## config.mk

```make
export PLATFORM = sky130hd
export DESIGN_NAME = tfn_div_cell
export DESIGN_NICKNAME = d
export VERILOG_FILES = /design/src/rtl/tfn_pkg.sv /design/src/rtl/tfn_div_cell.sv
export SDC_FILE = /design/constraint.sdc
export NUM_CORES = 1
export LEC_CHECK = 0
export ABC_CLOCK_PERIOD_IN_PS = 7150
export BUFFER_PORTS_ARGS = -buffer_cell sky130_fd_sc_hd__buf_2
export CAP_MARGIN = 20
export CORE_AREA = 3 3 149 151
export CTS_BUF_LIST = sky130_fd_sc_hd__clkbuf_4
export DETAILED_ROUTE_END_ITERATION = 8
export DIE_AREA = 0 0 152 154
export PLACE_DENSITY = 0.79
export REMOVE_ABC_BUFFERS = 1
export SKIP_LAST_GASP = 1
export SYNTH_ARGS = -nofsm -noshare
export SYNTH_HDL_FRONTEND = slang
export SYNTH_SLANG_ARGS = --single-unit
```

## constraint.sdc

```tcl
create_clock -name clock -period 7.15 [get_ports clock]
set_input_delay 0.3575 -clock clock [delete_from_list [all_inputs] [get_ports clock]]
set_output_delay 0.3575 -clock clock [all_outputs]
set_load 0.005 [all_outputs]
```

## src/rtl/tfn_pkg.sv

```systemverilog
// ----------------------------------------------------------------------------
// Triangle face normal package
// Constants and types shared by the face normal pipeline and its cells.
// ----------------------------------------------------------------------------
`timescale 1ns / 1ps

package tfn_pkg;

   // Normalized magnitudes carry their leading one at this bit count.
   localparam int NORM_TOP  = 30;
   // Sum of three squares of normalized magnitudes.
   localparam int SUM_BITS  = 2 * NORM_TOP + 2;
   // Root bits, one per sqrt cell.
   localparam int SQRT_BITS = SUM_BITS / 2;
   // Partial remainder of the root extraction.
   localparam int SQ_REM_W  = SQRT_BITS + 3;
   // Divisor (twice the root) and division remainder.
   localparam int DIV_W     = SQRT_BITS + 1;

   typedef logic [NORM_TOP-1:0] tfn_u_type;

   typedef struct packed {
      logic [2:0] neg;
      logic       degen;
   } tfn_tag_type;

   typedef struct packed {
      tfn_u_type [2:0] u;
      tfn_tag_type     tag;
   } tfn_pay_type;

endpackage

```

## src/rtl/tfn_div_cell.sv

```systemverilog
// ----------------------------------------------------------------------------
// Divider cell
// One restoring long-division step for three lanes that share a divisor and
// the low dividend bits.
// ----------------------------------------------------------------------------
`timescale 1ns / 1ps

module tfn_div_cell #(
   parameter int QB = 15
) (
   input  logic                                clock,
   input  logic                                reset,
   input  logic                                in_valid,
   input  logic [2:0][tfn_pkg::DIV_W-1:0]      in_rem,
   input  logic [2:0][QB-1:0]                  in_quo,
   input  logic [QB-1:0]                       in_nlow,
   input  logic [tfn_pkg::DIV_W-1:0]           in_den,
   input  tfn_pkg::tfn_tag_type                in_tag,
   output logic                                out_valid,
   output logic [2:0][tfn_pkg::DIV_W-1:0]      out_rem,
   output logic [2:0][QB-1:0]                  out_quo,
   output logic [QB-1:0]                       out_nlow,
   output logic [tfn_pkg::DIV_W-1:0]           out_den,
   output tfn_pkg::tfn_tag_type                out_tag
);
   import tfn_pkg::*;

   logic                  valid_ff;
   logic [2:0][DIV_W-1:0] rem_ff, rem_in;
   logic [2:0][QB-1:0]    quo_ff, quo_in;
   logic [QB-1:0]         nlow_ff, nlow_in;
   logic [DIV_W-1:0]      den_ff;
   tfn_tag_type           tag_ff;
   logic [DIV_W:0]        take, diff;
   logic                  ge;

   always_comb begin
      take = '0;
      diff = '0;
      ge   = 1'b0;
      for (int i = 0; i < 3; i++) begin
         take      = {in_rem[i], in_nlow[QB-1]};
         diff      = take - {1'b0, in_den};
         ge        = take >= {1'b0, in_den};
         rem_in[i] = ge ? diff[DIV_W-1:0] : take[DIV_W-1:0];
         quo_in[i] = {in_quo[i][QB-2:0], ge};
      end
      nlow_in = in_nlow << 1;
   end

   always_ff @(posedge clock) begin
      if (reset) begin
         valid_ff <= 1'b0;
      end else begin
         valid_ff <= in_valid;
      end
      rem_ff  <= rem_in;
      quo_ff  <= quo_in;
      nlow_ff <= nlow_in;
      den_ff  <= in_den;
      tag_ff  <= in_tag;
   end

   assign out_valid = valid_ff;
   assign out_rem   = rem_ff;
   assign out_quo   = quo_ff;
   assign out_nlow  = nlow_ff;
   assign out_den   = den_ff;
   assign out_tag   = tag_ff;

endmodule

```

==> impl_metrics.tcl <==
set metrics [dict create \
    post_cts_resized 0 \
    final_net_count 1930 \
    achievable-frequency_mhz 258 \
    globalRoute.totalOverflow 0 \
    worst_ep_required_time_ns 7.63 \
    yosysUniqueCellTypes 67 \
    final_cell_count_no_fill 1930 \
    totalWireLength_mm 38.5 \
    synth_area_per_cell_um2 9.27 \
    start_util_pct 48.5 \
    synth_top_flop_cell "sky130_fd_sc_hd__dfxtp_1" \
    worstPathCellList "dlygate4sd3_1 -> buf_2 -> inv_1 -> ha_1 -> fa_1 -> nand2b_1 -> a21oi_1 -> o21ai_0 -> a21oi_1 -> o41ai_1 -> o21ai_0 -> a31o_2 -> xor2_1 -> mux2_2" \
    grt_first_pass_wirelength_mm 57.6 \
    worst_ep_arrival_time_ns 4.35 \
    final.setup.tns_ns 0 \
    finish.utilization_pct 68.6 \
    yosysWarnings 0 \
    synth_largest_area_cell "sky130_fd_sc_hd__dfxtp_1" \
    synth.cells.most_frequent "sky130_fd_sc_hd__dfxtp_1 (192), sky130_fd_sc_hd__ha_1 (94), sky130_fd_sc_hd__a21oi_1 (92), sky130_fd_sc_hd__nand2_1 (88), sky130_fd_sc_hd__o21ai_0 (69)" \
    powerDensity_nw_per_um2 203 \
    synthMostInstantiatedCell "sky130_fd_sc_hd__dfxtp_1" \
    cts_root_buffer "sky130_fd_sc_hd__clkbuf_4" \
    power.static_leakage_uw 0.00689 \
    grt_use_total_pct 30.9 \
    initialDrtViolationCount 719 \
    synthesis.area_um2 10200 \
    sequential_cell_area_um2 3840 \
    worst_path_largest_cell_delay_ns 0.76 \
    finalSetupViolations 0 \
    antenna_found_initial 5 \
    tritoncts "done" \
    tritoncts_num_sinks 192 \
    run_status "finished, final reports clean" \
    drt_first_pass_iters 5 \
    ioPinCount 388 \
    grt_pass1_vias 10400 \
    layout_worst_path_cycle_share_pct 54.1 \
    path_max_fanout 6 \
    final.setup.worst_slack_ns 3.28 \
    gp_routability_congestion 0.910 \
    whs_path_depth 3 \
    yosys_register_bits 192 \
    ant_nets 0 \
    pin_count_of_the_biggest_net_entering_global_routing 55 \
    routed_via_count 10700 \
    route.detailed.drc 0 \
    timing.hold.ws_ns 0.0485 \
    timing.max_slew.rel_slack_pct 38.8 \
    synth_edf_count 0 \
    max_cap_viol_count 0 \
    timing.hold.worst.class "input pin to flop" \
    detail_route.wl_per_cell_um 19.9 \
    drv_slew 0 \
    post-route-min-period_ns 3.87 \
    number_of_h_tree_levels 4 \
    fillCellCount 1571 \
    core_um2 21000 \
    timing_hold_violations_final 0 \
    timing.critical_path.to_type "flop" \
    pre_cts_ws_ns 3.35 \
    tritoncts.num_buffers 17 \
    fraction_of_layout_instances_using_a_drive_strength_above_1_pct 29.9 \
    timing_worst_setup_path_type "input pin to flop" \
    port_buffers 383 \
    dieArea_um2 23400 \
    async_reset_ff_share_pct 0 \
    vias_per_cell 5.54 \
    fp-row-count 53 \
    flow.area_growth_from_synthesis_pct 41.4 \
    synth_top_area_share_pct 37.8 \
    numPlacedInstances 1718 \
    detailed_place_hpwl_mm 27.2 \
    die_h_um 154 \
    timing_worst_slew_pin_value_ns 0.906 \
    synthCells 1097 \
    postCtsSetupRepairBufs 0 \
    clk_pin_slew_worst_paths_ns 0.18 \
    multi_input_area_um2 5960 \
    synth.area.top_cells "sky130_fd_sc_hd__dfxtp_1 (38%), sky130_fd_sc_hd__ha_1 (12%), sky130_fd_sc_hd__mux2_2 (6.8%)" \
    start_kind "input pin" \
    slowest_stage "sky130_fd_sc_hd__o41ai_1" \
    unrepaired_setup_endpoints_after_global_routing "false" \
    fp.dieW_um 152 \
    clk_path_buf_depth 2 \
    ir_worst_vdd_uv 115 \
    seq_area_frac_synth_pct 37.8 \
]
## cell usage in the layout, fill, tap and decap left out, types with 5 or more instances in the layout
cell type                       count
sky130_fd_sc_hd__nand3_1           21
sky130_fd_sc_hd__nor2b_1           13
sky130_fd_sc_hd__o21bai_1          14
sky130_fd_sc_hd__nand4_1           23
sky130_fd_sc_hd__buf_2            383
sky130_fd_sc_hd__a21o_1            37
sky130_fd_sc_hd__nor4_1             6
sky130_fd_sc_hd__nand2_1           88
sky130_fd_sc_hd__a21oi_1           92
sky130_fd_sc_hd__and2_1             6
sky130_fd_sc_hd__a211oi_1           7
sky130_fd_sc_hd__inv_1             55
sky130_fd_sc_hd__o21ai_0           69
sky130_fd_sc_hd__nor3_1            20
sky130_fd_sc_hd__nor2_1            38
sky130_fd_sc_hd__nand3b_1           6
sky130_fd_sc_hd__and3_1            12
sky130_fd_sc_hd__dlygate4sd3_1    176
sky130_fd_sc_hd__nand2b_1          11
sky130_fd_sc_hd__clkbuf_4          17
sky130_fd_sc_hd__xnor2_1           47
sky130_fd_sc_hd__o211ai_1           5
sky130_fd_sc_hd__dfxtp_1          192
sky130_fd_sc_hd__ha_1              94
sky130_fd_sc_hd__a31oi_1            8
sky130_fd_sc_hd__o21a_1            13
sky130_fd_sc_hd__mux2_2            61
sky130_fd_sc_hd__mux2i_1            6
sky130_fd_sc_hd__xor2_1            38
## report_power, final
group | total, uW | internal [uW] | switching [uW]
registers | 1270 | 1220 | 42.6
logic | 1020 | 487 | 537
clock network | 630 | 170 | 460
total | 2920 | 1880 | 1040
## worst max-delay path: cells and delay by family
family | cells | cell delay, ns
adder cells (fa/ha/maj) | 2 | 0.66
AO/OA/AOI/OAI | 6 | 1.94
multiplexers | 1 | 0.27
buffers and inverters | 3 | 0.84
AND/OR/NAND/NOR | 1 | 0.13
XOR/XNOR | 1 | 0.15
## cell families (layout without fill, tap and decap cells)
logic type / after synthesis / count (layout) / synth area share (%)
AO/OA/AOI/OAI: 300 / 300 / 18.9
AND/OR/NAND/NOR: 259 / 259 / 12.6
flip-flops: 192 / 192 / 37.8
adder cells (fa/ha/maj): 97 / 97 / 12.2
buffers and inverters: 95 / 649 / 3.70
XOR/XNOR: 85 / 85 / 7.32
multiplexers: 68 / 68 / 7.46
other: 1 / 5 / 0.0369
## flip-flops by register name, indices dropped and copies added, names as in the netlist
name and cells:
out_valid 1, out_rem 96, out_quo 45, out_den 32
out_nlow 14, out_tag 4
## through the flow
stage	total power [uW]	instance area, um2
6_report	2920	14400
5_1_grt	3060	14400
4_1_cts	2890	14300
3_5_place_dp	2190	12300
3_3_place_gp	2180	12300
2_1_floorplan	1830	10000
## final cells by class
class	instances	area share, %
Timing Repair Buffer	562	25.7
Antenna cell	4	0.0696
Sequential cell	192	26.7
Clock buffer	17	0.888
Multi-Input combinational cell	810	41.5
Clock inverter	15	1.24
Tap cell	275	2.39
Inverter	55	1.44
## timing repair
action / 4_1_cts / 5_1_grt
endpoints found under the setup margin: 0 / 0
hold buffers: 170 / 6
endpoints found under the hold margin: 169 / 6
## per-layer routing
metal / vias up / GRT usage (%) / part of all wire (%)
met1: 4951 / 35.9 / 39
met2: 568 / 53.9 / 49
li1: 5043 / - / -
met3: 132 / 5.88 / 6.7
met4: 2 / 16.4 / 5.9
met5: - / 0 / 0.031
## final timing paths
kind / end / start / slack (ns)
worst max-delay path: out_rem[88] / in_nlow[14] / 3.28
worst min-delay path: out_rem[72] / in_rem[71] / 0.05
Power figures use the tool's default switching activity.
