===== src/rtl/tfn_pkg.sv =====
// ----------------------------------------------------------------------------
// Triangle face normal package
// Constants and types shared by the face normal pipeline and its cells.
// ----------------------------------------------------------------------------
`timescale 1ns / 1ps

package tfn_pkg;

   // Normalized magnitudes carry their leading one at this bit count.
   localparam int NORM_TOP  = 30;
   // Sum of three squares of normalized magnitudes.
   localparam int SUM_BITS  = 2 * NORM_TOP + 2;
   // Root bits, one per sqrt cell.
   localparam int SQRT_BITS = SUM_BITS / 2;
   // Partial remainder of the root extraction.
   localparam int SQ_REM_W  = SQRT_BITS + 3;
   // Divisor (twice the root) and division remainder.
   localparam int DIV_W     = SQRT_BITS + 1;

   typedef logic [NORM_TOP-1:0] tfn_u_type;

   typedef struct packed {
      logic [2:0] neg;
      logic       degen;
   } tfn_tag_type;

   typedef struct packed {
      tfn_u_type [2:0] u;
      tfn_tag_type     tag;
   } tfn_pay_type;

endpackage


===== src/rtl/tfn_sqrt_cell.sv =====
// ----------------------------------------------------------------------------
// Square root cell
// One restoring step of the integer square root: brings in two bits of the
// sum and decides one root bit.
// ----------------------------------------------------------------------------
`timescale 1ns / 1ps

module tfn_sqrt_cell (
   input  logic                              clock,
   input  logic                              reset,
   input  logic                              in_valid,
   input  logic [tfn_pkg::SQ_REM_W-1:0]      in_rem,
   input  logic [tfn_pkg::SQRT_BITS-1:0]     in_root,
   input  logic [tfn_pkg::SUM_BITS-1:0]      in_sum,
   input  tfn_pkg::tfn_pay_type              in_pay,
   output logic                              out_valid,
   output logic [tfn_pkg::SQ_REM_W-1:0]      out_rem,
   output logic [tfn_pkg::SQRT_BITS-1:0]     out_root,
   output logic [tfn_pkg::SUM_BITS-1:0]      out_sum,
   output tfn_pkg::tfn_pay_type              out_pay
);
   import tfn_pkg::*;

   logic                 valid_ff;
   logic [SQ_REM_W-1:0]  rem_ff, rem_in;
   logic [SQRT_BITS-1:0] root_ff, root_in;
   logic [SUM_BITS-1:0]  sum_ff, sum_in;
   tfn_pay_type          pay_ff;
   logic [SQ_REM_W-1:0]  take, trial;
   logic                 ge;

   always_comb begin
      take    = {in_rem[SQ_REM_W-3:0], in_sum[SUM_BITS-1 -: 2]};
      trial   = SQ_REM_W'({in_root, 2'b01});
      ge      = take >= trial;
      rem_in  = ge ? (take - trial) : take;
      root_in = {in_root[SQRT_BITS-2:0], ge};
      sum_in  = in_sum << 2;
   end

   always_ff @(posedge clock) begin
      if (reset) begin
         valid_ff <= 1'b0;
      end else begin
         valid_ff <= in_valid;
      end
      rem_ff  <= rem_in;
      root_ff <= root_in;
      sum_ff  <= sum_in;
      pay_ff  <= in_pay;
   end

   assign out_valid = valid_ff;
   assign out_rem   = rem_ff;
   assign out_root  = root_ff;
   assign out_sum   = sum_ff;
   assign out_pay   = pay_ff;

endmodule


===== config.mk =====
export PLATFORM = sky130hd
export DESIGN_NAME = tfn_sqrt_cell
export DESIGN_NICKNAME = d
export VERILOG_FILES = /design/src/rtl/tfn_pkg.sv /design/src/rtl/tfn_sqrt_cell.sv
export SDC_FILE = /design/constraint.sdc
export NUM_CORES = 1
export LEC_CHECK = 0
export ABC_AREA = 1
export BUFFER_PORTS_ARGS = -buffer_cell sky130_fd_sc_hd__clkbuf_2
export CORE_AREA = 5 5 172 174
export DETAILED_ROUTE_END_ITERATION = 10
export DIE_AREA = 0 0 177 179
export PLACE_DENSITY_LB_ADDON = 0.1
export SYNTH_ARGS = -nofsm -noshare
export SYNTH_HDL_FRONTEND = slang
export SYNTH_SLANG_ARGS = --single-unit
export TNS_END_PERCENT = 50

===== constraint.sdc =====
create_clock -name clock -period 3.17 [get_ports clock]
set_input_delay 0 -clock clock [delete_from_list [all_inputs] [get_ports clock]]
set_output_delay 0 -clock clock [all_outputs]
set_load 0.01 [all_outputs]

==> results of run 1 <==
==> registers in the layout, indices dropped and copies added (netlist names) <==
name and count:
out_sum 60, out_valid 1, out_pay 94, out_root 31, out_rem 34
==> cell usage after synthesis, types with 2 or more instances <==
library cell / instances / share of area
nand4_1: 7 / 0.0058
nand2_4: 2 / 0.0030
xor2_1: 14 / 0.016
dfxtp_1: 220 / 0.58
a21oi_1: 24 / 0.016
nor2_2: 8 / 0.0066
a21oi_2: 2 / 0.0023
nand3b_1: 12 / 0.012
nand2_2: 6 / 0.0049
nand3_2: 2 / 0.0026
nor3_1: 3 / 0.0020
nor4_1: 2 / 0.0016
o21bai_1: 3 / 0.0030
nor2_1: 51 / 0.025
inv_1: 138 / 0.068
buf_6: 6 / 0.0089
buf_4: 2 / 0.0020
xnor2_1: 2 / 0.0023
nand2_1: 298 / 0.15
ha_1: 33 / 0.054
o21ai_0: 8 / 0.0053
nand3_1: 33 / 0.022
==> report_power, final <==
| group | switching [mW] | internal (mW) |
|---|---|---|
| sequential | 0.0581 | 2.98 |
| clock | 1.14 | 1.93 |
| combinational | 0.764 | 0.616 |
==> layer usage <==
metal	track usage	wire length (um)	vias to the layer above
met3	0.0569	2480	69
met4	0.0716	1280	8
met5	0	55	-
met1	0.231	13500	3491
met2	0.361	16600	282
li1	-	-	4057
==> per-stage QoR <==
stage          power [mW]  hold WS (ps)
2_1_floorplan        3.70          27.7
3_3_place_gp         4.25           103
3_5_place_dp         4.25           104
4_1_cts              7.59          9.71
5_1_grt              7.86          70.8
6_report             7.50          34.3
==> logic make-up after synthesis <==
kind of cell,share of synthesized area
compound gates,0.0298
xor+xnor,0.0185
fa+ha+maj,0.0544
buf+inv,0.0796
flops,0.580
other cells,0.000494
simple gates,0.237
==> critical path, stage by stage <==
cell and delay (ps):
dlygate4sd3_1 530, clkbuf_2 160, inv_1 60, ha_1 330
nand2_1 140, nor2_1 250, nand2_1 120, nor2_1 120
nand3_1 80, nand3b_1 90, nor2_1 60, nand2_4 310
nand3_1 180, nand2_1 90
==> worst min path at each step <==
stage,from,end,slack [ps],cells past startpoint
after global placement,in_sum[15],out_sum[17],100,1
after global routing,in_root[30],out_rem[32],70,6
after floorplan,in_pay[0],out_pay[0],30,0
after CTS,in_root[30],out_rem[32],10,6
final,in_root[30],out_rem[32],30,6
after detailed placement,in_pay[6],out_pay[6],100,1
==> layout by cell type (no fill, tap or decap), types with 5 or more instances in the layout <==
| master | n |
|---|---|
| dfxtp_1 | 220 |
| nand4_1 | 7 |
| inv_1 | 138 |
| clkinv_2 | 5 |
| xor2_1 | 14 |
| nor2_2 | 8 |
| clkbuf_16 | 25 |
| diode_2 | 5 |
| ha_1 | 33 |
| nand2_2 | 6 |
| nand3_1 | 33 |
| nand2_1 | 298 |
| o21ai_0 | 8 |
| a21oi_1 | 24 |
| clkbuf_8 | 7 |
| clkbuf_2 | 441 |
| nand3b_1 | 12 |
| dlygate4sd3_1 | 220 |
| nor2_1 | 51 |
==> what timing repair did <==
item / 4_1_cts / 5_1_grt
endpoints found under the setup margin: 0 / 0
hold buffers: 220 / 0
hold endpoints to repair: 219 / 0
==> layout make-up <==
| class | count | area [um2] | area share |
|---|---|---|---|
| sequential | 220 | 4400 | 0.331 |
| antenna | 5 | 12.5 | 0.000941 |
| multi-input combinational | 519 | 2580 | 0.194 |
| clock inverter | 10 | 154 | 0.0116 |
| timing repair buffer | 662 | 4420 | 0.332 |
| clock buffer | 35 | 733 | 0.0551 |
| inverter | 139 | 522 | 0.0392 |
| tap | 378 | 473 | 0.0356 |
==> impl_metrics.yaml, run 1 <==
sta:
  tns_ps: 0
  setup_ws_ps: 1040
  rsz0062_at_grt: "false"
  setup_violations: 0
  fin_crit_ps: 2130
  min_period_over_period: 0.672
  slew_violations: 0
  hold_violations: 0
  fmax_mhz: 470
drt:
  wl_um: 33900
  num_vias: 7907
  wl_per_cell_um: 17.2
  drt-pass1-iter-count: 4
  detail_route.iter0.violations: 340
  drc: 0
  ant_nets: 0
  routed_via_density: 4.02
clock_network:
  cts_tree: "built"
  cts_resized: 0
  root_buffer: "clkbuf_16"
  cts.path.max_buffers: 3
  cts_max_level: 1
  path_clk_slew_ps: 60
  clock_sink_count: 220
  numCtsBuffers: 25
  post-cts-setup-buffers: 0
hold_path:
  hold_class: "input pin to flop"
logic_synthesis:
  synth_area_per_cell_um2: 8.58
  synth_edf_count: 0
  ys_dominant_reg_cell: "dfxtp_1"
  synth_cells: 885
  ys_seq_elements: 220
  ys_seq_area_frac: 0.580
  synthDistinctLibCells: 31
  synthArstFlopShare: 0
  synth-warning-count: 0
  synth_area_mm2: 0.00759
floorplan:
  core_mm2: 0.0276
  fp-row-count: 61
  die_y_um: 179
  start_util: 0.275
  die_area_mm2: 0.0317
  io_pins: 446
  die_w_um: 177
place:
  routabilityCongestion: 0.838
  place_area_mm2: 0.0102
  dp_slack_ps: 1030
  detailed_place_hpwl_um: 26500
  numPortBuffers: 441
  dp.cells: 1698
power:
  ir_drop_mv: 0.351
  powerDensity_mw_per_mm2: 564
  power.leakage_nw: 7.18
flow_run:
  cap_viol_max_count: 0
grt:
  grt_pass1_wl_um: 48600
  gr-total-overflow: 0
  grt_use_total: 0.202
  grt_pass1_vias: 8205
  grt_start_max_net_pins: 36
  antenna_found_initial: 9
cells_and_area:
  instances_no_fill: 1968
  fin_nets: 1824
  synthToLayoutAreaGrowth_pct: 75.2
  fin_util: 0.481
  final_design_area_no_fill_mm2: 0.0133
  drive_gt1_frac: 0.321
  nFillCells: 2735
worst_setup_path:
  crit_start: "in_root[13]"
  arrival_ps: 2570
  cp-start-kind: "input pin"
  cp_max_fo: 35
  end_kind: "flop"
  required_ps: 3610
  critPathKind: "input pin to flop"
  endpoint: "out_rem[24]"
outcome:
  status: "finished clean"
Note: power is estimated with default switching activity, not from simulation.
==> run 2: changes to the inputs <==
- CORE_AREA: 5 5 172 174 -> 5 5 168 170
- DIE_AREA: 0 0 177 179 -> 0 0 173 175
- clock period: 3.17 -> 1.75 ns (I/O delays scaled with it)
==> run 2 against run 1 <==
Against the previous run:
- the run now ends with hold timing left
- design area grew 6.8%
- final cell count grew 2.0%
- non-clock buffer count grew 78
- critical path depth grew 1
- clock power grew 74%
- flip-flop and latch count is the same
- die area shrank 4.4%
- combinational power grew 110%
- worst hold slack lost 310 ps
- wire length grew 5.3%
- critical path type unchanged
- largest power group is now sequential cells
==> impl_metrics.yaml, run 2 (same netlist as run 1, synthesis figures left out) <==
worst_setup_path:
  end_kind: "flop"
  critPathKind: "input pin to flop"
  cp_max_fo: 9
  arrival_ps: 2080
  required_ps: 2170
  cp-start-kind: "input pin"
place:
  numPortBuffers: 441
  place_area_mm2: 0.0108
  detailed_place_hpwl_um: 27500
  dp.cells: 1739
  routabilityCongestion: 0.906
floorplan:
  die_y_um: 175
  core_mm2: 0.0266
  fp-row-count: 60
  start_util: 0.286
  io_pins: 446
  die_area_mm2: 0.0303
  die_w_um: 173
hold_path:
  min_from: "in_rem[9]"
  hold-path-endpoint: "out_rem[11]"
  hold_class: "input pin to flop"
  hold_depth: 3
clock_network:
  clock_sink_count: 220
  path_clk_slew_ps: 60
  cts.path.max_buffers: 3
  numCtsBuffers: 24
  cts_max_level: 1
  root_buffer: "clkbuf_16"
  cts_tree: "built"
drt:
  drc: 0
  dr_wl_met3_um: 2190
  wl_um: 35700
  num_vias: 8369
  dr_wl_met2_um: 17400
  wl_per_cell_um: 17.8
  detail_route.iter0.violations: 301
  wl_met1_um: 14800
  top_layer: "met5"
  routed_via_density: 4.17
  ant_nets: 0
  drt-pass1-iter-count: 6
sta:
  fin_crit_ps: 1660
  slew_violations: 0
  min_period_over_period: 0.947
  fin_hold_ws_ps: -277
  tns_ps: 0
  hold_violations: 2
  fmax_mhz: 603
  setup_violations: 0
cells_and_area:
  seqCellArea_mm2: 0.00440
  instances_no_fill: 2008
  fin_nets: 1901
  synthToLayoutAreaGrowth_pct: 87.2
  nFillCells: 2567
  final_design_area_no_fill_mm2: 0.0142
  mostFrequentLayoutCells: "clkbuf_2 (435), nand2_1 (281), dfxtp_1 (220)"
  multiInputGateArea_mm2: 0.00290
  mostFrequentLayoutCell: "clkbuf_2"
  drive_gt1_frac: 0.382
  largest_reg_flops: 94
grt:
  grt_pass1_vias: 8715
  antenna_found_initial: 10
  grt_pass1_wl_um: 52400
  grt_start_max_net_pins: 20
  grt_use_total: 0.223
  gr-total-overflow: 0
power:
  ir_drop_mv: 0.616
  powerDensity_mw_per_mm2: 973
  power.leakage_nw: 7.64
outcome:
  violations: "hold timing"
  status: "finished, violations left"
flow_run:
  cap_viol_max_count: 0
[run 2: cell type report]
| class | instances | area share |
|---|---|---|
| antenna | 6 | 0.00106 |
| clock buffer | 33 | 0.0475 |
| clock inverter | 10 | 0.0114 |
| inverter | 139 | 0.0367 |
| multi-input combinational | 519 | 0.204 |
| sequential | 220 | 0.310 |
| tap | 341 | 0.0300 |
| timing repair buffer | 740 | 0.360 |
[run 2: how the worst max path moves through the flow]
stage | cells after the start | startpoint | endpoint | slack [ps]
after floorplan | 13 | in_root[22] | out_rem[22] | 280
after global routing | 13 | in_sum[61] | out_rem[32] | -20
after global placement | 14 | in_root[13] | out_rem[19] | -180
after detailed placement | 14 | in_root[13] | out_rem[19] | -150
final | 15 | in_rem[5] | out_rem[6] | 90
after CTS | 14 | in_rem[9] | out_rem[19] | 1
[run 2: stage by stage]
stage	utilization	total power, mW	hold WS, ps	worst slack (ps)
5_1_grt	0.534	14.5	-271	-20.0
6_report	0.535	13.8	-277	91.9
2_1_floorplan	-	6.70	27.7	276
3_5_place_dp	0.406	7.99	104	-153
4_1_cts	0.517	13.8	-347	0.989
3_3_place_gp	0.406	7.99	102	-183
[run 2: what timing repair did]
item	in CTS	in global routing
setup endpoints to repair	0	34
resized for setup	0	73
hold endpoints to repair	219	12
buffers inserted	0	3
hold buffers	211	11
[run 2: power by group]
part | leakage (nW) | total (mW) | switching [mW] | internal, mW
Clock | 0.413 | 5.36 | 2.08 | 3.28
Sequential | 1.86 | 5.51 | 0.113 | 5.40
Combinational | 5.37 | 2.95 | 1.53 | 1.42
Total | 7.64 | 13.8 | 3.73 | 10.1
[run 2: worst max-delay path: stages]
cell and delay (ps):
dlygate4sd3_1 540, clkbuf_2 140, ha_4 280, nand2_4 70
nor2_4 140, nand3_2 80, nand3_2 90, nand2_1 60
nand2_2 100, nand2_1 70, nand2_2 110, nand2_8 90
clkbuf_16 180, nand2_1 60, nand2_1 40
[run 2: metal layers]
layer	vias to the layer above	GRT usage
li1	4206	-
met1	3807	0.263
met2	277	0.393
met3	71	0.0662
met4	8	0.0682
met5	-	0
