File: config.mk
export PLATFORM = sky130hd
export DESIGN_NAME = tfn_norm_cell
export DESIGN_NICKNAME = d
export VERILOG_FILES = /design/src/rtl/tfn_pkg.sv /design/src/rtl/tfn_norm_cell.sv
export SDC_FILE = /design/constraint.sdc
export NUM_CORES = 1
export LEC_CHECK = 0
export ABC_CLOCK_PERIOD_IN_PS = 1970
export BUFFER_PORTS_ARGS = -buffer_cell sky130_fd_sc_hd__buf_2
export CAP_MARGIN = 20
export CORE_AREA = 3 3 91 93
export DETAILED_ROUTE_END_ITERATION = 12
export DIE_AREA = 0 0 94 96
export PLACE_DENSITY = 0.8
export REMOVE_ABC_BUFFERS = 1
export SLEW_MARGIN = 5
export SYNTH_ARGS = -nofsm -noshare
export SYNTH_HDL_FRONTEND = slang
export SYNTH_SLANG_ARGS = --single-unit
File: constraint.sdc
create_clock -name clock -period 1.97 [get_ports clock]
set_input_delay 0.394 -clock clock [delete_from_list [all_inputs] [get_ports clock]]
set_output_delay 0.394 -clock clock [all_outputs]
set_load 0.02 [all_outputs]
File: src/rtl/tfn_pkg.sv
// ----------------------------------------------------------------------------
// Triangle face normal package
// Constants and types shared by the face normal pipeline and its cells.
// ----------------------------------------------------------------------------
`timescale 1ns / 1ps

package tfn_pkg;

   // Normalized magnitudes carry their leading one at this bit count.
   localparam int NORM_TOP  = 30;
   // Sum of three squares of normalized magnitudes.
   localparam int SUM_BITS  = 2 * NORM_TOP + 2;
   // Root bits, one per sqrt cell.
   localparam int SQRT_BITS = SUM_BITS / 2;
   // Partial remainder of the root extraction.
   localparam int SQ_REM_W  = SQRT_BITS + 3;
   // Divisor (twice the root) and division remainder.
   localparam int DIV_W     = SQRT_BITS + 1;

   typedef logic [NORM_TOP-1:0] tfn_u_type;

   typedef struct packed {
      logic [2:0] neg;
      logic       degen;
   } tfn_tag_type;

   typedef struct packed {
      tfn_u_type [2:0] u;
      tfn_tag_type     tag;
   } tfn_pay_type;

endpackage

File: src/rtl/tfn_norm_cell.sv
// ----------------------------------------------------------------------------
// Normalizer cell
// One step of the left-normalizing shifter: shifts all three magnitudes by a
// fixed amount when their common top bits are clear.
// ----------------------------------------------------------------------------
`timescale 1ns / 1ps

module tfn_norm_cell #(
   parameter int W     = 35,
   parameter int SHIFT = 32
) (
   input  logic                  clock,
   input  logic                  reset,
   input  logic                  in_valid,
   input  logic [2:0][W-1:0]     in_mag,
   input  tfn_pkg::tfn_tag_type  in_tag,
   output logic                  out_valid,
   output logic [2:0][W-1:0]     out_mag,
   output tfn_pkg::tfn_tag_type  out_tag
);
   import tfn_pkg::*;

   logic              valid_ff;
   logic [2:0][W-1:0] mag_ff, mag_in;
   tfn_tag_type       tag_ff;
   logic              top_busy;

   always_comb begin
      top_busy = |(in_mag[0][W-1 -: SHIFT] | in_mag[1][W-1 -: SHIFT]
                   | in_mag[2][W-1 -: SHIFT]);
      for (int i = 0; i < 3; i++) begin
         mag_in[i] = top_busy ? in_mag[i] : (in_mag[i] << SHIFT);
      end
   end

   always_ff @(posedge clock) begin
      if (reset) begin
         valid_ff <= 1'b0;
      end else begin
         valid_ff <= in_valid;
      end
      mag_ff <= mag_in;
      tag_ff <= in_tag;
   end

   assign out_valid = valid_ff;
   assign out_mag   = mag_ff;
   assign out_tag   = tag_ff;

endmodule

==> results.py, run 1 <==
metrics = {
    "run_status": {
        "status": "complete, no violations",
    },
    "final_layout": {
        "drive_above_1_share": 0.623,
        "fin_nets": 508,
        "stdcell_area_um2": 4060,
        "final_common_cell": "buf_2",
        "num-fill-cells": 684,
        "post-route-util": 0.533,
        "final_cell_mix": "buf_2 (221), dfxtp_1 (110), nor4_1 (23), clkbuf_8 (10), a21boi_0 (9)",
        "multi_input_area_um2": 372,
        "synthToLayoutAreaGrowth_pct": 38.6,
        "regArea_um2": 2200,
        "antenna_cells": 0,
        "stdcell_count": 503,
    },
    "place": {
        "hpwl_mm": 6.15,
        "gp_congestion": 0.744,
        "dp_cells": 487,
        "placement.io_buffers": 221,
        "dpl_cell_area_um2": 3840,
        "place_ws_ps": -6.24,
    },
    "clock_network": {
        "cts_tree": "yes",
        "postCtsSetupBuffers": 0,
        "root_buffer": "clkbuf_8",
        "cts_buffers": 9,
        "numClockSinks": 110,
        "cts_buffer_depth": 2,
        "clk_pin_slew_ps": 110,
        "cts_hold_buf": 0,
        "cts_max_level": 3,
        "post_cts_resized": 0,
    },
    "routing": {
        "postRouteAntennaNets": 0,
        "firstDrtPassIters": 4,
        "avgRoutedWirePerCell_um": 14.4,
        "vias": 2173,
        "drt_wl_total_mm": 7.24,
        "drt_iter0_drc": 80,
        "via_per_inst": 4.32,
        "drc": 0,
    },
    "timing": {
        "tightest_slew_ps": 390,
        "fmax_mhz": 637,
        "min_period_ps": 1570,
        "setup_slack_ps": 401,
        "slew_violations": 0,
        "setup_viol": 0,
        "timing.hold.ws_ps": 129,
        "rsz0062_at_grt": "false",
        "hold_violations": 0,
        "slew_headroom": 0.737,
        "fin_crit_sh": 0.796,
    },
    "worst_hold_path": {
        "min_path_type": "in2reg",
    },
    "setup_path": {
        "crit_path_top_delay_cell": "nor4_4",
        "required_ps": 2270,
        "cp-start-kind": "primary input",
        "cp_data_arrival_time_ps": 1870,
        "slowest_delay_ps": 380,
        "cp-end-kind": "flop",
        "path_cells": "buf_2, nor4_1, nand4_1, nor4_4, buf_12, a31o_2",
        "cp-startpoint": "in_mag[89]",
        "critPathMaxFanout": 18,
        "worstSetupPathType": "in2reg",
        "crit_end": "out_mag[69]",
    },
    "global_routing": {
        "antenna_found_initial": 0,
        "grt_pass1_wl_mm": 10.6,
        "grt_pass1_vias": 2221,
        "grt-ovfl-total": 0,
        "grtUsageTotal": 0.155,
        "grt_max_degree": 20,
    },
    "pwr": {
        "peakVddDrop_mv": 0.483,
        "p_per_area_nw_per_um2": 1030,
        "p_leak_nw": 2.01,
    },
    "floorplanning": {
        "dieArea_um2": 9020,
        "rows": 32,
        "die_w_um": 94,
        "initial_core_util": 0.385,
        "core-area_um2": 7610,
        "die_y_um": 96,
        "ios": 222,
    },
    "yosys": {
        "ys_types": 15,
        "yosys.area.top_type": "dfxtp_1",
        "synth_compound_gate_area_share": 0.0500,
        "syn_area_um2": 2930,
        "syn_inst": 250,
        "synth.top_cells.by_area": "dfxtp_1 (75%), clkbuf_1 (11%), nor4_1 (4.9%), a31o_2 (2.4%), a21boi_0 (2.3%)",
        "synth-simple-area-share": 0.0770,
        "ys_warn_count": 0,
        "synthAdderAreaFrac": 0,
        "synth_top_area_share": 0.753,
        "synthMuxAreaShare": 0,
        "yosysSeqAreaShare": 0.753,
        "synth.avg_cell_area_um2": 11.7,
        "synth_top_family_by_area": "buffers and inverters",
        "synthXorXnorAreaFrac": 0,
        "synth-seq-cells": 110,
    },
    "run": {
        "maxCapViolCount": 0,
    },
}
-- Yosys cell counts --
cell / number
a21boi_0: 9
a31o_1: 1
a31o_2: 8
buf_2: 2
buf_6: 1
clkbuf_1: 84
clkbuf_2: 1
dfxtp_1: 110
dlygate4sd3_1: 1
nand4_1: 6
nor2_1: 1
nor2b_1: 1
nor4_1: 23
nor4_2: 1
nor4_4: 1
-- worst max-delay path, delay by kind of cell --
family          cells  cell delay [ps]
simple gates        3             1040
buf+inv             2              280
compound gates      1              150
-- registers in the layout (all words and copies together) (netlist names) --
name / count
out_mag: 105
out_valid: 1
out_tag: 4
-- metrics by stage --
stage,power [mW],setup TNS [ps]
floorplan,2.60,0
global placement,2.86,0
detailed placement,2.87,-17.9
CTS,4.24,0
global route,4.39,0
finish,4.19,0
-- routing by layer --
metal | track usage | up-vias | routed length [µm]
li1 | - | 1057 | -
met3 | 0.0696 | 6 | 847
met2 | 0.277 | 140 | 3720
met1 | 0.164 | 970 | 2590
met4 | 0.0469 | 0 | 76
met5 | 0 | - | 0
-- worst min-delay path by stage --
stage | from | to | slack [ps] | depth (start not counted)
after detailed placement | in_tag[0] | out_tag[0] | 500 | 1
after CTS | in_tag[0] | out_tag[0] | 110 | 1
final | in_tag[0] | out_tag[0] | 130 | 1
after global placement | in_tag[1] | out_tag[1] | 500 | 1
after floorplan | in_mag[100] | out_mag[100] | 420 | 0
after global routing | in_tag[1] | out_tag[1] | 100 | 1
-- power breakdown --
part	total [mW]	internal (mW)	leakage, nW	switching, mW
clock	1.38	0.645	0.111	0.735
sequential	2.37	2.34	0.928	0.0255
combinational	0.444	0.175	0.970	0.268
total	4.19	3.16	2.01	1.03
-- cells by family after synthesis --
kind of cell / Yosys count
flops: 110
buf+inv: 89
simple gates: 33
compound gates: 18
-- cell type report --
class / instances / share of cell area
flip-flops and latches: 110 / 0.543
repair buffers: 224 / 0.281
multi-input cells: 51 / 0.0916
clock buffers: 10 / 0.0339
well taps: 102 / 0.0315
clock inverters: 6 / 0.0185
Power figures use the tool's default switching activity.
==> run 2, diff against run 1 <==
--- a/config.mk
+++ b/config.mk
@@ -5,7 +5,7 @@
 export SDC_FILE = /design/constraint.sdc
 export NUM_CORES = 1
 export LEC_CHECK = 0
-export ABC_CLOCK_PERIOD_IN_PS = 1970
+export ABC_CLOCK_PERIOD_IN_PS = 1500
 export BUFFER_PORTS_ARGS = -buffer_cell sky130_fd_sc_hd__buf_2
 export CAP_MARGIN = 20
 export CORE_AREA = 3 3 91 93
==> constraint.sdc (replaced) <==
create_clock -name clock -period 1.5 [get_ports clock]
set_input_delay 0.3 -clock clock [delete_from_list [all_inputs] [get_ports clock]]
set_output_delay 0.3 -clock clock [all_outputs]
set_load 0.02 [all_outputs]
==> results.py, run 2 (same netlist as run 1, synthesis figures left out) <==
metrics = {
    "routing": {
        "vias": 2256,
        "drt_iter0_drc": 25,
        "drt_wl_total_mm": 7.29,
        "avgRoutedWirePerCell_um": 14.1,
        "firstDrtPassIters": 3,
        "drc": 0,
        "via_per_inst": 4.36,
        "postRouteAntennaNets": 0,
    },
    "final_layout": {
        "final_cell_mix": "buf_2 (221), dfxtp_1 (110), nor4_1 (22), buf_4 (16), clkbuf_8 (11)",
        "final_common_cell": "buf_2",
        "num-fill-cells": 665,
        "regArea_um2": 2200,
        "synthToLayoutAreaGrowth_pct": 41.7,
        "largest_register_ffs": 105,
        "multi_input_area_um2": 378,
        "antenna_cells": 0,
        "fin_nets": 522,
        "post-route-util": 0.545,
        "drive_above_1_share": 0.639,
    },
    "setup_path": {
        "worstSetupPathType": "in2reg",
        "critPathMaxFanout": 18,
        "cp-startpoint": "in_mag[89]",
        "required_ps": 1810,
        "cp-end-kind": "flop",
        "cp_data_arrival_time_ps": 1690,
        "cp-start-kind": "primary input",
    },
    "clock_network": {
        "postCtsSetupBuffers": 0,
        "clk_pin_slew_ps": 110,
        "cts_max_level": 3,
        "numClockSinks": 110,
        "cts_buffers": 9,
        "cts_buffer_depth": 2,
        "root_buffer": "clkbuf_8",
        "cts_tree": "yes",
    },
    "global_routing": {
        "grtUsageTotal": 0.155,
        "grt_max_degree": 19,
        "antenna_found_initial": 0,
        "grt_pass1_vias": 2318,
        "grt_pass1_wl_mm": 10.8,
        "grt-ovfl-total": 0,
    },
    "pwr": {
        "power_frac_seq": 0.580,
        "clkPwrFrac": 0.307,
        "p_leak_nw": 2.06,
        "combPwrFrac": 0.113,
        "p_per_area_nw_per_um2": 1290,
        "switching_share": 0.247,
        "switchingPower_mw": 1.32,
        "peakVddDrop_mv": 0.855,
        "p_int_mw": 4.04,
    },
    "timing": {
        "fin_crit_sh": 0.921,
        "rsz0062_at_grt": "false",
        "slew_violations": 0,
        "slew_headroom": 0.750,
        "hold_violations": 0,
        "tightest_slew_ps": 372,
        "fmax_mhz": 724,
        "setup_viol": 0,
        "min_period_ps": 1380,
        "setup_tns_ps": 0,
    },
    "run_status": {
        "status": "complete, no violations",
    },
    "floorplanning": {
        "initial_core_util": 0.385,
        "rows": 32,
        "die_w_um": 94,
        "core-area_um2": 7610,
        "dieArea_um2": 9020,
        "ios": 222,
        "die_y_um": 96,
    },
    "worst_hold_path": {
        "hold-path-endpoint": "out_tag[1]",
        "whs_path_depth": 1,
        "worstHoldStart": "in_tag[1]",
        "min_path_type": "in2reg",
    },
    "place": {
        "hpwl_mm": 6.23,
        "gp_congestion": 0.726,
        "placement.io_buffers": 221,
    },
    "run": {
        "maxCapViolCount": 0,
    },
}
==> run 2: through the flow <==
stage               total power, mW  hold WS, ps  cell area, µm²  setup WS (ps)  std cells
global placement               3.78          402            3950           -346        501
global route                   5.59         19.9            4150           3.44        517
finish                         5.36         37.6            4150            118        517
detailed placement             3.79          404            3950           -370        501
CTS                            5.43         18.4            4140           14.2        517
floorplan                      3.42          328            2570           -117        161
==> run 2: worst max-delay path: stages <==
cell and delay [ps]:
buf_2 100, nor4_1 310, nand4_1 260, nor4_4 360, buf_12 180, a31o_2 160
==> run 2: what timing repair did <==
| action | in CTS | in global routing |
|---|---|---|
| hold buffers | 0 | 0 |
| gates resized for setup | 0 | 1 |
| endpoints found under the setup margin | 0 | 17 |
==> run 2: worst max-delay path by stage <==
stage / slack (ps) / cells after the start / endpoint
finish: 120 / 6 / out_mag[34]
global route: 3 / 6 / out_mag[0]
CTS: 10 / 7 / out_mag[72]
detailed placement: -370 / 7 / out_mag[72]
global placement: -350 / 7 / out_mag[72]
floorplan: -120 / 4 / out_mag[0]
==> run 2: power by group through the flow <==
| stage | sequential (mW) | clock, mW | combinational (mW) |
|---|---|---|---|
| 3_3_place_gp | 3.18 | 0 | 0.601 |
| 5_1_grt | 3.13 | 1.81 | 0.654 |
| 2_1_floorplan | 3.39 | 0 | 0.0319 |
| 4_1_cts | 3.11 | 1.70 | 0.614 |
| 6_report | 3.11 | 1.64 | 0.608 |
| 3_5_place_dp | 3.18 | 0 | 0.613 |
==> run 2: final cells by class <==
| type | count | share of cell area |
|---|---|---|
| clock buffers | 11 | 0.0365 |
| clock inverters | 5 | 0.00996 |
| multi-input cells | 51 | 0.0911 |
| flip-flops and latches | 110 | 0.531 |
| well taps | 102 | 0.0308 |
| repair buffers | 238 | 0.301 |
==> run 2: metal layers <==
layer,GRT usage,up-vias,share of wire
li1,-,1081,-
met1,0.152,1019,0.34
met2,0.289,145,0.52
met3,0.0672,11,0.13
met4,0.0578,0,0.014
met5,0,-,0
==> run 3, diff against run 2 <==
--- a/config.mk
+++ b/config.mk
@@ -5,12 +5,13 @@
 export SDC_FILE = /design/constraint.sdc
 export NUM_CORES = 1
 export LEC_CHECK = 0
+export ABC_AREA = 1
 export ABC_CLOCK_PERIOD_IN_PS = 1500
 export BUFFER_PORTS_ARGS = -buffer_cell sky130_fd_sc_hd__buf_2
 export CAP_MARGIN = 20
-export CORE_AREA = 3 3 91 93
+export CORE_AREA = 3 3 93 95
 export DETAILED_ROUTE_END_ITERATION = 12
-export DIE_AREA = 0 0 94 96
+export DIE_AREA = 0 0 96 98
 export PLACE_DENSITY = 0.8
 export REMOVE_ABC_BUFFERS = 1
 export SLEW_MARGIN = 5
==> results.py, run 3 <==
metrics = {
    "run_status": {
        "status": "complete, no violations",
    },
    "pwr": {
        "peakVddDrop_mv": 0.583,
        "p_per_area_nw_per_um2": 1260,
        "p_leak_nw": 2.19,
        "power_mw": 5.31,
    },
    "place": {
        "hpwl_mm": 6.75,
        "gp_congestion": 0.689,
        "placement.io_buffers": 221,
    },
    "yosys": {
        "syn_inst": 338,
        "synth-seq-cells": 110,
        "yosys.area.top_type": "dfxtp_1",
        "ys_types": 10,
        "yosysMostFrequentCell": "dfxtp_1",
        "syn_area_um2": 3120,
        "synth.avg_cell_area_um2": 9.24,
        "synth_top_area_share": 0.705,
        "synthFlopType": "dfxtp_1",
        "async_flop_share": 0,
        "synth_common_cells": "dfxtp_1 (110), clkbuf_1 (85), nor2_1 (60)",
        "yosysSeqAreaShare": 0.705,
        "synth_edf_count": 0,
        "ys_warn_count": 0,
        "synth.top_cells.by_area": "dfxtp_1 (71%), clkbuf_1 (10%), nor2_1 (7.2%), nand2_1 (5.8%), inv_1 (2.3%)",
    },
    "final_layout": {
        "largest_register_ffs": 105,
        "num-fill-cells": 758,
        "fin_nets": 598,
        "final_common_cell": "buf_2",
        "drive_above_1_share": 0.495,
        "synthToLayoutAreaGrowth_pct": 35.4,
        "antenna_cells": 0,
        "final_cell_mix": "buf_2 (221), dfxtp_1 (110), nor2_1 (60), nand2_1 (48), inv_1 (19)",
    },
    "routing": {
        "vias": 2453,
        "via_per_inst": 4.14,
        "drt_wl_total_mm": 7.91,
        "drt_iter0_drc": 36,
        "avgRoutedWirePerCell_um": 13.3,
        "firstDrtPassIters": 4,
        "drc": 0,
        "postRouteAntennaNets": 0,
    },
    "setup_path": {
        "path_buf_inv": 1,
        "cp_data_arrival_time_ps": 850,
        "worstSetupPathType": "reg2out",
        "cp-end-kind": "output pin",
        "required_ps": 1200,
        "critPathTopFamily": "flip-flops",
        "crit_path_top_delay_cell": "dfxtp_1",
        "cp-startpoint": "out_mag[52]",
        "slowest_delay_ps": 340,
        "cp-start-kind": "flop",
        "critPathMaxFanout": 1,
        "path_cells": "buf_2",
    },
    "clock_network": {
        "cts_buffer_depth": 2,
        "root_buffer": "clkbuf_8",
        "clk_pin_slew_ps": 100,
        "post_cts_resized": 0,
        "cts_hold_buf": 0,
        "cts_max_level": 3,
        "postCtsSetupBuffers": 0,
        "cts_buffers": 9,
        "numClockSinks": 110,
        "cts_tree": "yes",
    },
    "timing": {
        "slew_headroom": 0.854,
        "hold_violations": 0,
        "tightest_slew_ps": 219,
        "setup_viol": 0,
        "fmax_mhz": 866,
        "fin_crit_sh": 0.770,
        "min_period_ps": 1150,
        "rsz0062_at_grt": "false",
        "slew_violations": 0,
        "setup_tns_ps": 0,
    },
    "worst_hold_path": {
        "worstHoldStart": "in_tag[0]",
        "min_path_type": "in2reg",
        "whs_path_depth": 1,
        "hold-path-endpoint": "out_tag[0]",
    },
    "floorplanning": {
        "rows": 32,
        "initial_core_util": 0.400,
        "ios": 222,
        "dieArea_um2": 9410,
        "core-area_um2": 7810,
        "die_w_um": 96,
        "die_y_um": 98,
    },
    "global_routing": {
        "met1_usage": 0.167,
        "grtUsageTotal": 0.167,
        "antenna_found_initial": 0,
        "grt-ovfl-total": 0,
        "grt_pass1_vias": 2531,
        "use_met2": 0.311,
        "grt-busiest-layer": "met2",
        "grt_pass1_wl_mm": 11.8,
        "grt_max_degree": 18,
        "met3_usage": 0.0570,
    },
    "run": {
        "maxCapViolCount": 0,
    },
}
run 3: worst max-delay path by stage:
stage	endpoint	slack, ps	cells past startpoint
2_1_floorplan	out_mag[0]	330	8
3_3_place_gp	out_mag[37]	20	9
3_5_place_dp	out_mag[37]	30	9
4_1_cts	out_mag[67]	330	1
5_1_grt	out_mag[1]	260	9
6_report	out_mag[52]	350	1
run 3: report_power, final:
group | total [mW] | switching (mW) | internal, mW
logic | 0.609 | 0.375 | 0.234
registers | 3.11 | 0.0343 | 3.08
clock network | 1.59 | 0.932 | 0.658
run 3: per-layer routing:
layer | vias up | share of wire
li1 | 1230 | -
met1 | 1089 | 0.37
met2 | 123 | 0.53
met3 | 11 | 0.094
met4 | 0 | 0.014
met5 | - | 0
run 3: cell families (layout without fill, tap and decap cells):
kind of cell	count (synthesis)	count (layout)	share of synthesized area
buffers and inverters	106	259	0.128
flip-flops	110	110	0.705
AND/OR/NAND/NOR	122	122	0.166
run 3: area by class of cell:
type	instances	area (µm²)	share of cell area
Clock buffer	12	145	0.0343
Clock inverter	4	32.5	0.00770
Multi-Input combinational cell	122	519	0.123
Inverter	19	71.3	0.0169
Tap cell	102	128	0.0302
Sequential cell	110	2200	0.521
Timing Repair Buffer	224	1130	0.267
run 3: through the flow:
stage / std cells / setup slack, ps / hold slack (ps) / utilization / instance area, µm²
after global routing: 593 / 263 / 6.03 / 0.541 / 4230
final: 593 / 346 / 41.1 / 0.541 / 4230
after CTS: 593 / 325 / 22.4 / 0.541 / 4230
after global placement: 577 / 22.7 / 404 / 0.519 / 4050
after detailed placement: 577 / 27.7 / 409 / 0.519 / 4050
after floorplan: 251 / 333 / 328 / - / 2790
